<file path="src/rtl/aat_pkg.sv">
// Shared types and constants for the aging address table.
`timescale 1ns / 1ps

package aat_pkg;

  localparam int LIFE_W = 16;
  localparam int ADDR_PORT_W = 48;
  localparam int SLOT_W = 3;
  localparam int KIND_W = 2;

  localparam logic [LIFE_W-1:0] LIFE_RESET = 16'd30;

  typedef logic [KIND_W-1:0] kind_t;

  localparam kind_t KIND_TICK = 2'd0;
  localparam kind_t KIND_ADD = 2'd1;
  localparam kind_t KIND_LOOKUP = 2'd2;

  typedef logic [LIFE_W-1:0] life_t;

endpackage

</file>
<file path="src/rtl/aging_address_table.sv">
// Aging address table: top level with entry memories and walk sequencer.
`timescale 1ns / 1ps
//
// Usage: one item a beat on the input channel (in_valid/in_stall, fields kind
// and address). kind tick ages every live entry by one, add stores the address
// in the first free entry (or the entry closest to expiry) and loads it with
// lifetime_ticks, lookup reports whether a live entry holds the address.
// Every item gives exactly one result beat on the output channel
// (out_valid/out_stall, fields hit and slot_written). The user must write
// lifetime_ticks via cfg_we/cfg_wdata only while the block is idle, unchecked.
//
// Sequencing: each item walks the lifetime and address memories through their
// single read port, one entry a cycle; the input stays busy until the item
// is finished, and an add also passes a commit state that writes the chosen
// entry. One item is in flight at a time. The result sits in an output
// register: the next item is taken while it waits, and a stalled result holds
// until taken; a finished item waits for the register to free up before the
// next one is accepted.
// Reset (rst, synchronous) empties the table through per-entry valid bits,
// restores lifetime_ticks to 30 and drops any pending result.
//
module aging_address_table
  import aat_pkg::*;
#(
  parameter int ENTRIES = 8,
  parameter int ADDRESS_BYTES = 6
) (
  input  logic                   clk,
  input  logic                   rst,
  input  logic                   in_valid,
  output logic                   in_stall,
  input  kind_t                  kind,
  input  logic [ADDR_PORT_W-1:0] address,
  output logic                   out_valid,
  input  logic                   out_stall,
  output logic                   hit,
  output logic [SLOT_W-1:0]      slot_written,
  input  logic                   cfg_we,
  input  logic [LIFE_W-1:0]      cfg_wdata
);

  localparam int AW = (8 * ADDRESS_BYTES < ADDR_PORT_W) ? 8 * ADDRESS_BYTES : ADDR_PORT_W;
  localparam int IW = (ENTRIES > 1) ? $clog2(ENTRIES) : 1;
  localparam int CW = $clog2(ENTRIES + 1);
  localparam logic [CW-1:0] ENTRY_COUNT = CW'(ENTRIES);
  localparam logic [IW-1:0] LAST_IDX = IW'(ENTRIES - 1);

  typedef enum logic [1:0] {S_IDLE, S_SCAN, S_COMMIT, S_FINISH} state_t;

  state_t state;
  life_t lifetime_ticks;

  kind_t item_kind;
  logic [AW-1:0] item_addr;

  // Entry storage
  logic [AW-1:0] addr_mem [ENTRIES];
  life_t life_mem [ENTRIES];
  logic [ENTRIES-1:0] ent_vld;

  logic [AW-1:0] addr_q;
  life_t life_q;
  logic val_q;

  // Walk control
  logic [CW-1:0] rd_idx;
  logic rd_go;
  logic pr_vld;
  logic [IW-1:0] pr_idx;
  logic pr_last;
  life_t eff_life;

  // Add slot search and lookup result
  logic found_free;
  logic [IW-1:0] free_idx;
  logic [IW-1:0] best_idx;
  life_t best_life;
  logic [IW-1:0] pick_idx;
  logic res_hit;

  // Write ports
  logic life_we;
  logic [IW-1:0] life_wa;
  life_t life_wd;
  logic addr_we;

  assign in_stall = (state != S_IDLE);
  assign rd_go = (state == S_SCAN) && (rd_idx < ENTRY_COUNT);
  assign pr_last = pr_vld && (pr_idx == LAST_IDX);
  assign eff_life = val_q ? life_q : '0;
  assign pick_idx = found_free ? free_idx : best_idx;

  always_comb begin
    life_we = 1'b0;
    life_wa = pr_idx;
    life_wd = eff_life - life_t'(1);
    addr_we = 1'b0;
    if (state == S_SCAN && pr_vld && item_kind == KIND_TICK && eff_life != '0) begin
      life_we = 1'b1;
    end else if (state == S_COMMIT) begin
      life_we = 1'b1;
      life_wa = pick_idx;
      life_wd = lifetime_ticks;
      addr_we = 1'b1;
    end
  end

  always_ff @(posedge clk) begin
    if (rd_go) begin
      life_q <= life_mem[rd_idx[IW-1:0]];
      addr_q <= addr_mem[rd_idx[IW-1:0]];
      val_q <= ent_vld[rd_idx[IW-1:0]];
    end
    if (life_we) begin
      life_mem[life_wa] <= life_wd;
    end
    if (addr_we) begin
      addr_mem[pick_idx] <= item_addr;
    end
  end

  always_ff @(posedge clk) begin
    if (rst) begin
      ent_vld <= '0;
    end else if (addr_we) begin
      ent_vld[pick_idx] <= 1'b1;
    end
  end

  always_ff @(posedge clk) begin
    if (rst) begin
      lifetime_ticks <= LIFE_RESET;
    end else if (cfg_we) begin
      lifetime_ticks <= cfg_wdata;
    end
  end

  always_ff @(posedge clk) begin
    if (rst) begin
      state <= S_IDLE;
      out_valid <= 1'b0;
      pr_vld <= 1'b0;
      rd_idx <= '0;
    end else begin
      pr_vld <= rd_go;
      pr_idx <= rd_idx[IW-1:0];
      if (state == S_FINISH && (!out_valid || !out_stall)) begin
        out_valid <= 1'b1;
      end else if (out_valid && !out_stall) begin
        out_valid <= 1'b0;
      end
      case (state)
        S_IDLE: begin
          if (in_valid) begin
            item_kind <= kind;
            item_addr <= address[AW-1:0];
            rd_idx <= '0;
            found_free <= 1'b0;
            free_idx <= '0;
            best_idx <= '0;
            best_life <= lifetime_ticks;
            res_hit <= 1'b0;
            state <= S_SCAN;
          end
        end
        S_SCAN: begin
          if (rd_go) begin
            rd_idx <= rd_idx + CW'(1);
          end
          if (pr_vld) begin
            if (item_kind == KIND_ADD) begin
              if (!found_free && eff_life == '0) begin
                found_free <= 1'b1;
                free_idx <= pr_idx;
              end
              if (eff_life < best_life) begin
                best_idx <= pr_idx;
                best_life <= eff_life;
              end
            end
            if (item_kind == KIND_LOOKUP && eff_life != '0 && addr_q == item_addr) begin
              res_hit <= 1'b1;
            end
          end
          if (pr_last) begin
            state <= (item_kind == KIND_ADD) ? S_COMMIT : S_FINISH;
          end
        end
        S_COMMIT: begin
          state <= S_FINISH;
        end
        S_FINISH: begin
          // hold the result until the output register is free
          if (!out_valid || !out_stall) begin
            hit <= res_hit;
            slot_written <= (item_kind == KIND_ADD) ? SLOT_W'(pick_idx) : '0;
            state <= S_IDLE;
          end
        end
        default: begin
          state <= S_IDLE;
        end
      endcase
    end
  end

endmodule

</file>
<file path="config.mk">
export PLATFORM = sky130hd
export DESIGN_NAME = aging_address_table
export DESIGN_NICKNAME = d
export VERILOG_FILES = /design/src/rtl/aat_pkg.sv /design/src/rtl/aging_address_table.sv
export SDC_FILE = /design/constraint.sdc
export NUM_CORES = 1
export LEC_CHECK = 0
export BUFFER_PORTS_ARGS = -buffer_cell sky130_fd_sc_hd__buf_2
export CAP_MARGIN = 20
export CORE_ASPECT_RATIO = 0.75
export CORE_MARGIN = 2
export CORE_UTILIZATION = 60
export CTS_BUF_LIST = sky130_fd_sc_hd__clkbuf_16
export DETAILED_ROUTE_END_ITERATION = 8
export PLACE_DENSITY = 0.77
export SLEW_MARGIN = 20
export SYNTH_ARGS = -nofsm -noshare
export SYNTH_HDL_FRONTEND = slang
export SYNTH_SLANG_ARGS = --single-unit
</file>
<file path="constraint.sdc">
create_clock -name clk -period 4.9 [get_ports clk]
set_input_delay 0.49 -clock clk [delete_from_list [all_inputs] [get_ports clk]]
set_output_delay 0.49 -clock clk [all_outputs]
set_load 0.01 [all_outputs]
</file>
==> results of run 1 <==
==> report_power, final <==
| part | internal (mW) | switching, mW | total (mW) |
|---|---|---|---|
| Clock | 2.73 | 2.06 | 4.79 |
| Sequential | 7.53 | 0.436 | 7.97 |
| Combinational | 1.09 | 1.60 | 2.68 |
| Total | 11.3 | 4.10 | 15.4 |
==> sequential cells by signal, summed over array words and instances, names as in the netlist, 2 cells and up <==
register	flops
addr_mem	384
addr_q	48
best_idx	3
best_life	16
ent_vld	8
free_idx	3
item_addr	48
item_kind	2
life_mem	128
life_q	16
lifetime_ticks	16
pr_idx	3
rd_idx	4
slot_written	3
state	2
==> logic make-up after synthesis <==
kind of cell	Yosys count	share of synthesized area
DFF	690	0.757
muxes	225	0.148
and+or+nand+nor	175	0.0314
buffers and inverters	97	0.0150
AOI/OAI and AO/OA	88	0.0232
xor gates and xnor gates	46	0.0150
adders and majority gates	22	0.0102
==> worst min-delay path by stage <==
stage	from	endpoint	slack (ns)	cells past startpoint
floorplan	res_hit$_DFFE_PP_	hit$_DFFE_PP_	0.40	0
global placement	ent_vld[1]$_SDFFE_PP0P_	ent_vld[1]$_SDFFE_PP0P_	0.45	2
detailed placement	res_hit$_DFFE_PP_	hit$_DFFE_PP_	0.44	0
CTS	address[0]	item_addr[0]$_DFFE_PP_	0.04	1
global route	address[27]	item_addr[27]$_DFFE_PP_	0.03	1
finish	address[0]	item_addr[0]$_DFFE_PP_	0.06	1
==> cell usage after synthesis, types with 2 or more instances <==
library cell	count
a211oi_1	2
a21o_1	6
a21oi_1	16
a221oi_1	3
a22oi_1	5
a31oi_1	7
and2_0	3
and2_1	13
and2_2	2
and4_1	2
buf_1	5
buf_2	15
clkbuf_1	33
dfxtp_1	32
edfxtp_1	658
ha_1	22
inv_1	40
mux2_2	77
mux2_4	3
mux2i_1	15
mux4_2	130
nand2_1	28
nand2b_1	5
nand3_1	9
nand4_1	11
nor2_1	74
nor2b_1	2
nor3_1	9
nor3b_1	4
nor4_1	6
o211ai_1	6
o21ai_0	20
o22ai_1	6
o2bb2ai_1	4
o41ai_4	2
xnor2_1	27
xor2_1	19
==> metrics by stage <==
step	util	power [mW]	instance area [sq um]	setup slack (ns)	instances
6_report	0.678	15.4	30200	1.40	2089
5_1_grt	0.678	16.0	30200	1.15	2089
4_1_cts	0.677	15.5	30200	1.42	2088
3_5_place_dp	0.633	10.8	28200	1.46	1981
3_3_place_gp	0.633	10.6	28200	1.52	1981
2_1_floorplan	-	9.85	26900	0.561	1343
==> metal layers <==
layer	vias to the layer above	wire length, um
met1	6673	22900
met3	83	4820
met4	0	1110
li1	5619	-
met5	-	0
met2	558	24200
==> final cells by class <==
type | instances | area [sq um] | area share
Inverter | 41 | 154 | 0.00510
Clock inverter | 46 | 464 | 0.0154
Antenna cell | 1 | 2.50 | 0.0000830
Sequential cell | 690 | 20400 | 0.677
Timing Repair Buffer | 108 | 646 | 0.0214
Clock buffer | 61 | 1530 | 0.0506
Multi-Input combinational cell | 556 | 6220 | 0.206
Tap cell | 586 | 733 | 0.0243
==> critical path, stage by stage, from the launching register on <==
cell,delay [ns]
edfxtp_1,0.94
and2_1,0.28
inv_1,0.07
ha_1,0.18
nand3_1,0.14
o21ai_4,0.12
nand2_4,0.34
mux2_4,0.36
nor2_1,0.45
buf_4,0.31
==> results.md, run 1 <==
* Number of global-route vias before repair at ~13000
* Postcts setup bufs at 0
* Die width at 249 um
* Reg2Reg Setup Slack at approximately 1.4 ns
* DP HPWL at between 30 and 40 mm
* Pwr per Cell Area at ~500 mW/mm^2
* Most frequent cells in the layout: edfxtp_1 (658), mux4_2 (130), mux2_2 (77), buf_2 (76), nor2_1 (65)
* Synthesis-to-layout area growth at 11.9%
* Initial antenna violation count at 1
* Top post-synthesis cells by area: edfxtp_1 (73%), mux4_2 (11%), mux2_2 (3.2%), dfxtp_1 (2.4%), nor2_1 (1.0%)
* Critical Path Start: val_q$_DFFE_PP_
* Worst-margin pin slew at approximately 1.1 ns
* Synthesized area at around 0.027 sq mm
* CP arrival at about 3.8 ns
* DR WL/cell at approximately 25 um
* R2r endpoint: life_mem[4][9]$_DFFE_PP_
* Final wirelength at 53.1 mm
* Final Hold Fails at 0
* M3 GR Usage at 0.0425
* Via-per-instance ratio at a little over 6
* Area of the core at 0.0445 sq mm
* CTS tree: done
* Global Route Usage Sum at 0.231
* Status: complete, but fails checks
* Primary FF master, synth: edfxtp_1
* Yosys top cell area share at 0.733
* Ys async rst share at 0
* Fill count at around 2700
* CP Launch Type: flop
* Clock transition at path regs at about 0.07 ns
* Final setup fails at 0
* Grt peak-use layer: met1
* Worst IR drop on VDD at about 0.33 mV
* DRC Markers at 2
* Clk root buf: clkbuf_16
* Worst Hold Class: in2reg
* Drt first pass iters at 7
* CP required at about 5.2 ns
* Largest net degree at the start of global routing at about 110
* Crit Path Max Fanout at 32
* Max-slew violation count at 0
* ANT nets after route at 0
* Synth Register Bits at 690
* Commonest non-fill, non-tap cell in the layout: edfxtp_1
* Failing checks: design-rule violations
* Setup TNS at 0 ns
* Worst hold slack at around 0.056 ns
* Nets at ~1500
* TritonCTS Buffers at 59
* Via count at 12900
* Initial DRC count at 1381
* Die area at around 0.047 sq mm
* Die height at ~190 um
* Setup crit end kind: flop
* Syn_nets at ~1400
* Final worst-path cycle share at 0.715
* Mean Syn Cell Area at 20.1 sq um
* GR Overflow Total at 0
* F_max at about 290 MHz
* CTS resizes at 0
* IO Port Bufs at 76
* H-tree levels at 2
* Post-synth EDFFs at between 600 and 700
* YS warnings at 0
* Rows at 67
* R2R depth at 9
* Min cycle time layout at 3.50 ns
* Synth area leader: edfxtp_1
* Layout Skew at 0.0144 ns
* CTS Hold Buffers Added at 0
* Worst r2r src: val_q$_DFFE_PP_
* Max_slew headroom at 0.267
* Initial Util at 0.605
* Worst setup endpoint: life_mem[4][9]$_DFFE_PP_
* LEAKAGE at approximately 9.8 nW
* First-pass GRT wire length at 80.5 mm
* Met2 Resource Use GR at 0.343
* RSZ-0062 raised after global routing: no
* Setup Crit Path Kind: reg2reg
* Fraction of layout cells with a size suffix above 1 at 0.286
* Met1 usage at 0.364
* Final GP Congestion at roughly 0.85
* # IOs at 77
* Max-cap violations at 0
* Worst skew pair latency at ~0.60 ns
* Sequential-to-total area share from yosys stat at 0.757
* Unique masters post-synth at 59
* Mapped Cells at between 1000 and 1500
* Sinks on Clock Net at 690
* Bufs on Longest Clock Path at 3
No activity file was read; power rests on OpenSTA's default activity.
==> inputs of run 2 (changes only) <==
ABC_AREA = 1   (was not set)
CORE_UTILIZATION = 56   (was 60)
PLACE_DENSITY = 0.76   (was 0.77)
clock period = 3.1 ns   (was 4.9 ns; I/O delays follow)
==> run 2 against run 1 <==
Net effect:
- the run now ends clean
- global-route usage is 1.6 points higher
- clock-buffer cell count did not move
- total power is 60% higher
- sequential share of layout area down 3.2 points
- worst hold slack better by 0.039 ns
- routed wire length rose by 17%
- cell area grew 4.9%
- non-clock buffer count increased by 90
==> results.md, run 2 <==
* Final setup fails at 0 (unchanged)
* Worst IR drop on VDD at 0.514 mV (+57%)
* Status: finished clean
* Initial DRC count at 2024 (+47%)
* Min cycle time layout at 2.90 ns (-0.604 ns)
* CTS tree: done
* LEAKAGE at 11.3 nW (+15%)
* Number of global-route vias before repair at 17200 (+32%)
* Setup Crit Path Kind: reg2reg
* Primary FF master, synth: edfxtp_1
* Die height at 196 um (+4.6%)
* IO Port Bufs at 76 (unchanged)
* Nets at 2477 (+60%)
* Layout Skew at 0.0165 ns (+0.00213 ns)
* Yosys top cell area share at 0.717 (-0.0162)
* Largest net degree at the start of global routing at 140 (+31%)
* Worst Hold End: lifetime_ticks[4]$_SDFFE_PP1P_
* Postcts setup bufs at 0 (unchanged)
* DP HPWL at 35.8 mm (+17%)
* Power Total at 24.8 mW (+60%)
* DRC Markers at 0 (-2)
* Sequential-to-total area share from yosys stat at 0.740 (-0.0168)
* Max-cap violations at 0 (unchanged)
* Clock transition at path regs at 0.06 ns (about the same)
* Initial antenna violation count at 0 (-1)
* TritonCTS Buffers at 61 (+3.4%)
* CP Launch Type: flop
* Via-per-instance ratio at 5.73 (-7.5%)
* Fraction of layout cells with a size suffix above 1 at 0.107 (-0.178)
* Fill count at 3473 (+27%)
* Setup crit end kind: flop
* Ys async rst share at 0 (unchanged)
* Largest registers: addr_mem x384, life_mem x128
* YS warnings at 0 (unchanged)
* Synthesized area at 0.0276 sq mm (+2.3%)
* Final GP Congestion at 0.893 (+5.2%)
* First-pass GRT wire length at 96.6 mm (+20%)
* Die area at 0.0510 sq mm (+9.4%)
* Sw Share at 0.291 (+0.0262)
* Setup TNS at 0 ns (unchanged)
* Post-synth top cells: edfxtp_1 (658), nor2_1 (562), o21ai_0 (321)
* Most frequent cells in the layout: edfxtp_1 (658), nor2_1 (553), o21ai_0 (319), nand2_1 (159), inv_1 (120)
* Via count at 17600 (+36%)
* Post-synth EDFFs at 658 (unchanged)
* Internal Dissipation at 17.6 mW (+55%)
* R2r endpoint: life_mem[7][11]$_DFFE_PP_
* Register share of total power at 0.501 (-0.015)
* Max-slew violation count at 0 (unchanged)
* GR Overflow Total at 0 (unchanged)
* Ant diodes at 0 (-1)
* Final worst-path cycle share at 0.935 (+0.220)
* Synthesis-to-layout area growth at 14.8%
* Worst Hold Class: in2reg
* Area of the core at 0.0487 sq mm (+9.4%)
* Commonest non-fill, non-tap cell in the layout: edfxtp_1
* Most flop-heavy register: addr_mem
* Crit Path Max Fanout at 8 (-75%)
* CP required at 3.42 ns (-1.78 ns)
* Syn_nets at 2330 (+62%)
* Most frequent cell after synthesis: edfxtp_1
* Final Hold Fails at 0 (unchanged)
* Sinks on Clock Net at 690 (unchanged)
* Die width at 260 um (+4.6%)
* # IOs at 77 (unchanged)
* Unique masters post-synth at 38 (-36%)
* Pwr per Cell Area at 783 mW/mm^2 (+53%)
* R2R depth at 11 (+2)
* Clock Power Share at 0.303 (-0.007)
* H-tree levels at 2 (unchanged)
* Clk root buf: clkbuf_16
* Slowest-stage cell, CP: o21ai_0
* Worst-margin pin slew at 0.971 ns (-0.117 ns)
* Crit-path cells: nand2_1, ha_1, nand2_1, nor2_1, and2_4, nand2_4, nand2_4, o21ai_0, nand2_1, nor2_1, buf_4
* Synth Register Bits at 690 (unchanged)
* CP arrival at 3.22 ns (-0.59 ns)
* Worst hold start: cfg_we
* Drt first pass iters at 5 (-2)
* Max_slew headroom at 0.346 (+0.0785)
* Number of flip-flops in the largest register at 384 (unchanged)
* Worst skew pair latency at 0.63 ns (+0.03 ns)
* Rows at 70 (+4.5%)
* CP dominant cell by count: nand2_1
* Mapped Cells at 2237 (+67%)
* ANT nets after route at 0 (unchanged)
* Sw power at 7.22 mW (+76%)
* Reg2Reg Setup Slack at 0.20 ns (-1.20 ns)
* Largest stage delay, worst path at 0.59 ns (-0.35 ns)
* Initial Util at 0.566 (-0.0395)
* Logic pwr share at 0.195 (+0.021)
* Top post-synthesis cells by area: edfxtp_1 (72%), nor2_1 (7.7%), o21ai_0 (5.8%), dfxtp_1 (2.3%), nand2_1 (2.2%)
* Final wirelength at 62.3 mm (+17%)
* Multi-input logic area at 0.00632 sq mm (+1.5%)
* Global Route Usage Sum at 0.247 (+0.0158)
* RSZ-0062 raised after global routing: no
* DR WL/cell at 20.2 um (-21%)
* Mean Syn Cell Area at 12.3 sq um (-39%)
* Bufs on Longest Clock Path at 3 (unchanged)
* Synth area leader: edfxtp_1
* Worst r2r src: val_q$_DFFE_PP_
* Hold depth at 3 (+2)
* F_max at 345 MHz (+21%)
* FF/Latch Area at 0.0204 sq mm (about the same)
run 2: cell count changes after synthesis, sizes merged, moves of 59 or more:
cell | previous run | this run
a31oi | 7 | 68
inv | 40 | 113
mux2 | 80 | 0
mux4 | 130 | 0
nand2 | 29 | 170
nor2 | 74 | 566
o21ai | 21 | 326
o22ai | 6 | 65
run 2: how the worst max path moves through the flow:
stage / startpoint / to
2_1_floorplan: found_free$_DFFE_PP_ / addr_mem[0][0]$_DFFE_PP_
3_3_place_gp: val_q$_DFFE_PP_ / life_mem[5][7]$_DFFE_PP_
3_5_place_dp: val_q$_DFFE_PP_ / life_mem[6][15]$_DFFE_PP_
4_1_cts: val_q$_DFFE_PP_ / life_mem[6][9]$_DFFE_PP_
5_1_grt: val_q$_DFFE_PP_ / life_mem[3][0]$_DFFE_PP_
6_report: val_q$_DFFE_PP_ / life_mem[7][11]$_DFFE_PP_
run 2: cell families after synthesis:
logic type,Yosys count,synth area share
mux,1,0.000363
simple gates,785,0.113
flops,690,0.740
fa+ha+maj,22,0.00999
xor+xnor,31,0.00985
buf+inv,229,0.0333
compound gates,479,0.0936
run 2: final cells by class:
| class | instances | area share |
|---|---|---|
| tap | 648 | 0.0256 |
| inverter | 115 | 0.0140 |
| sequential | 690 | 0.645 |
| clock inverter | 52 | 0.0143 |
| multi-input combinational | 1318 | 0.200 |
| clock buffer | 61 | 0.0483 |
| timing repair buffer | 198 | 0.0530 |
run 2: power by group through the flow:
stage / combinational, mW / clock [mW] / sequential [mW]
after floorplan: 3.16 / 0 / 12.4
after global placement: 4.54 / 0 / 12.6
after detailed placement: 4.69 / 0 / 12.6
after CTS: 4.80 / 7.60 / 12.4
after global routing: 5.38 / 7.93 / 12.5
final: 4.84 / 7.51 / 12.4
run 2: worst max-delay path: cells and delay by family, from the launching register on:
kind                       cells  cell delay [ns]
adders and majority gates      1             0.25
and+or+nand+nor                8             1.05
AOI/OAI and AO/OA              1             0.59
DFF                            1             0.49
buffers and inverters          1             0.22
run 2: through the flow:
step           instance area [sq um]  hold WS, ns  setup WS, ns  std cells   util
2_1_floorplan                  27600        0.400        -0.451       2237      -
3_3_place_gp                   29000        0.426         0.442       2902  0.595
3_5_place_dp                   29000        0.407         0.332       2902  0.595
4_1_cts                        31600       0.0585         0.272       3082  0.650
5_1_grt                        31600        0.101        0.0710       3082  0.650
6_report                       31600       0.0951         0.202       3082  0.650
run 2: metal layers:
layer	global-route usage	up-vias	wire [um]
met5	0	-	0
met4	0.0737	0	1460
met3	0.0384	107	5570
met2	0.376	812	28100
met1	0.372	8515	27100
li1	-	8212	-
run 2: timing repair:
action / in CTS / in global routing
endpoints found under the hold margin: 67 / 0
resized for setup: 0 / 1
hold buffers: 67 / 0
endpoints found under the setup margin: 0 / 32
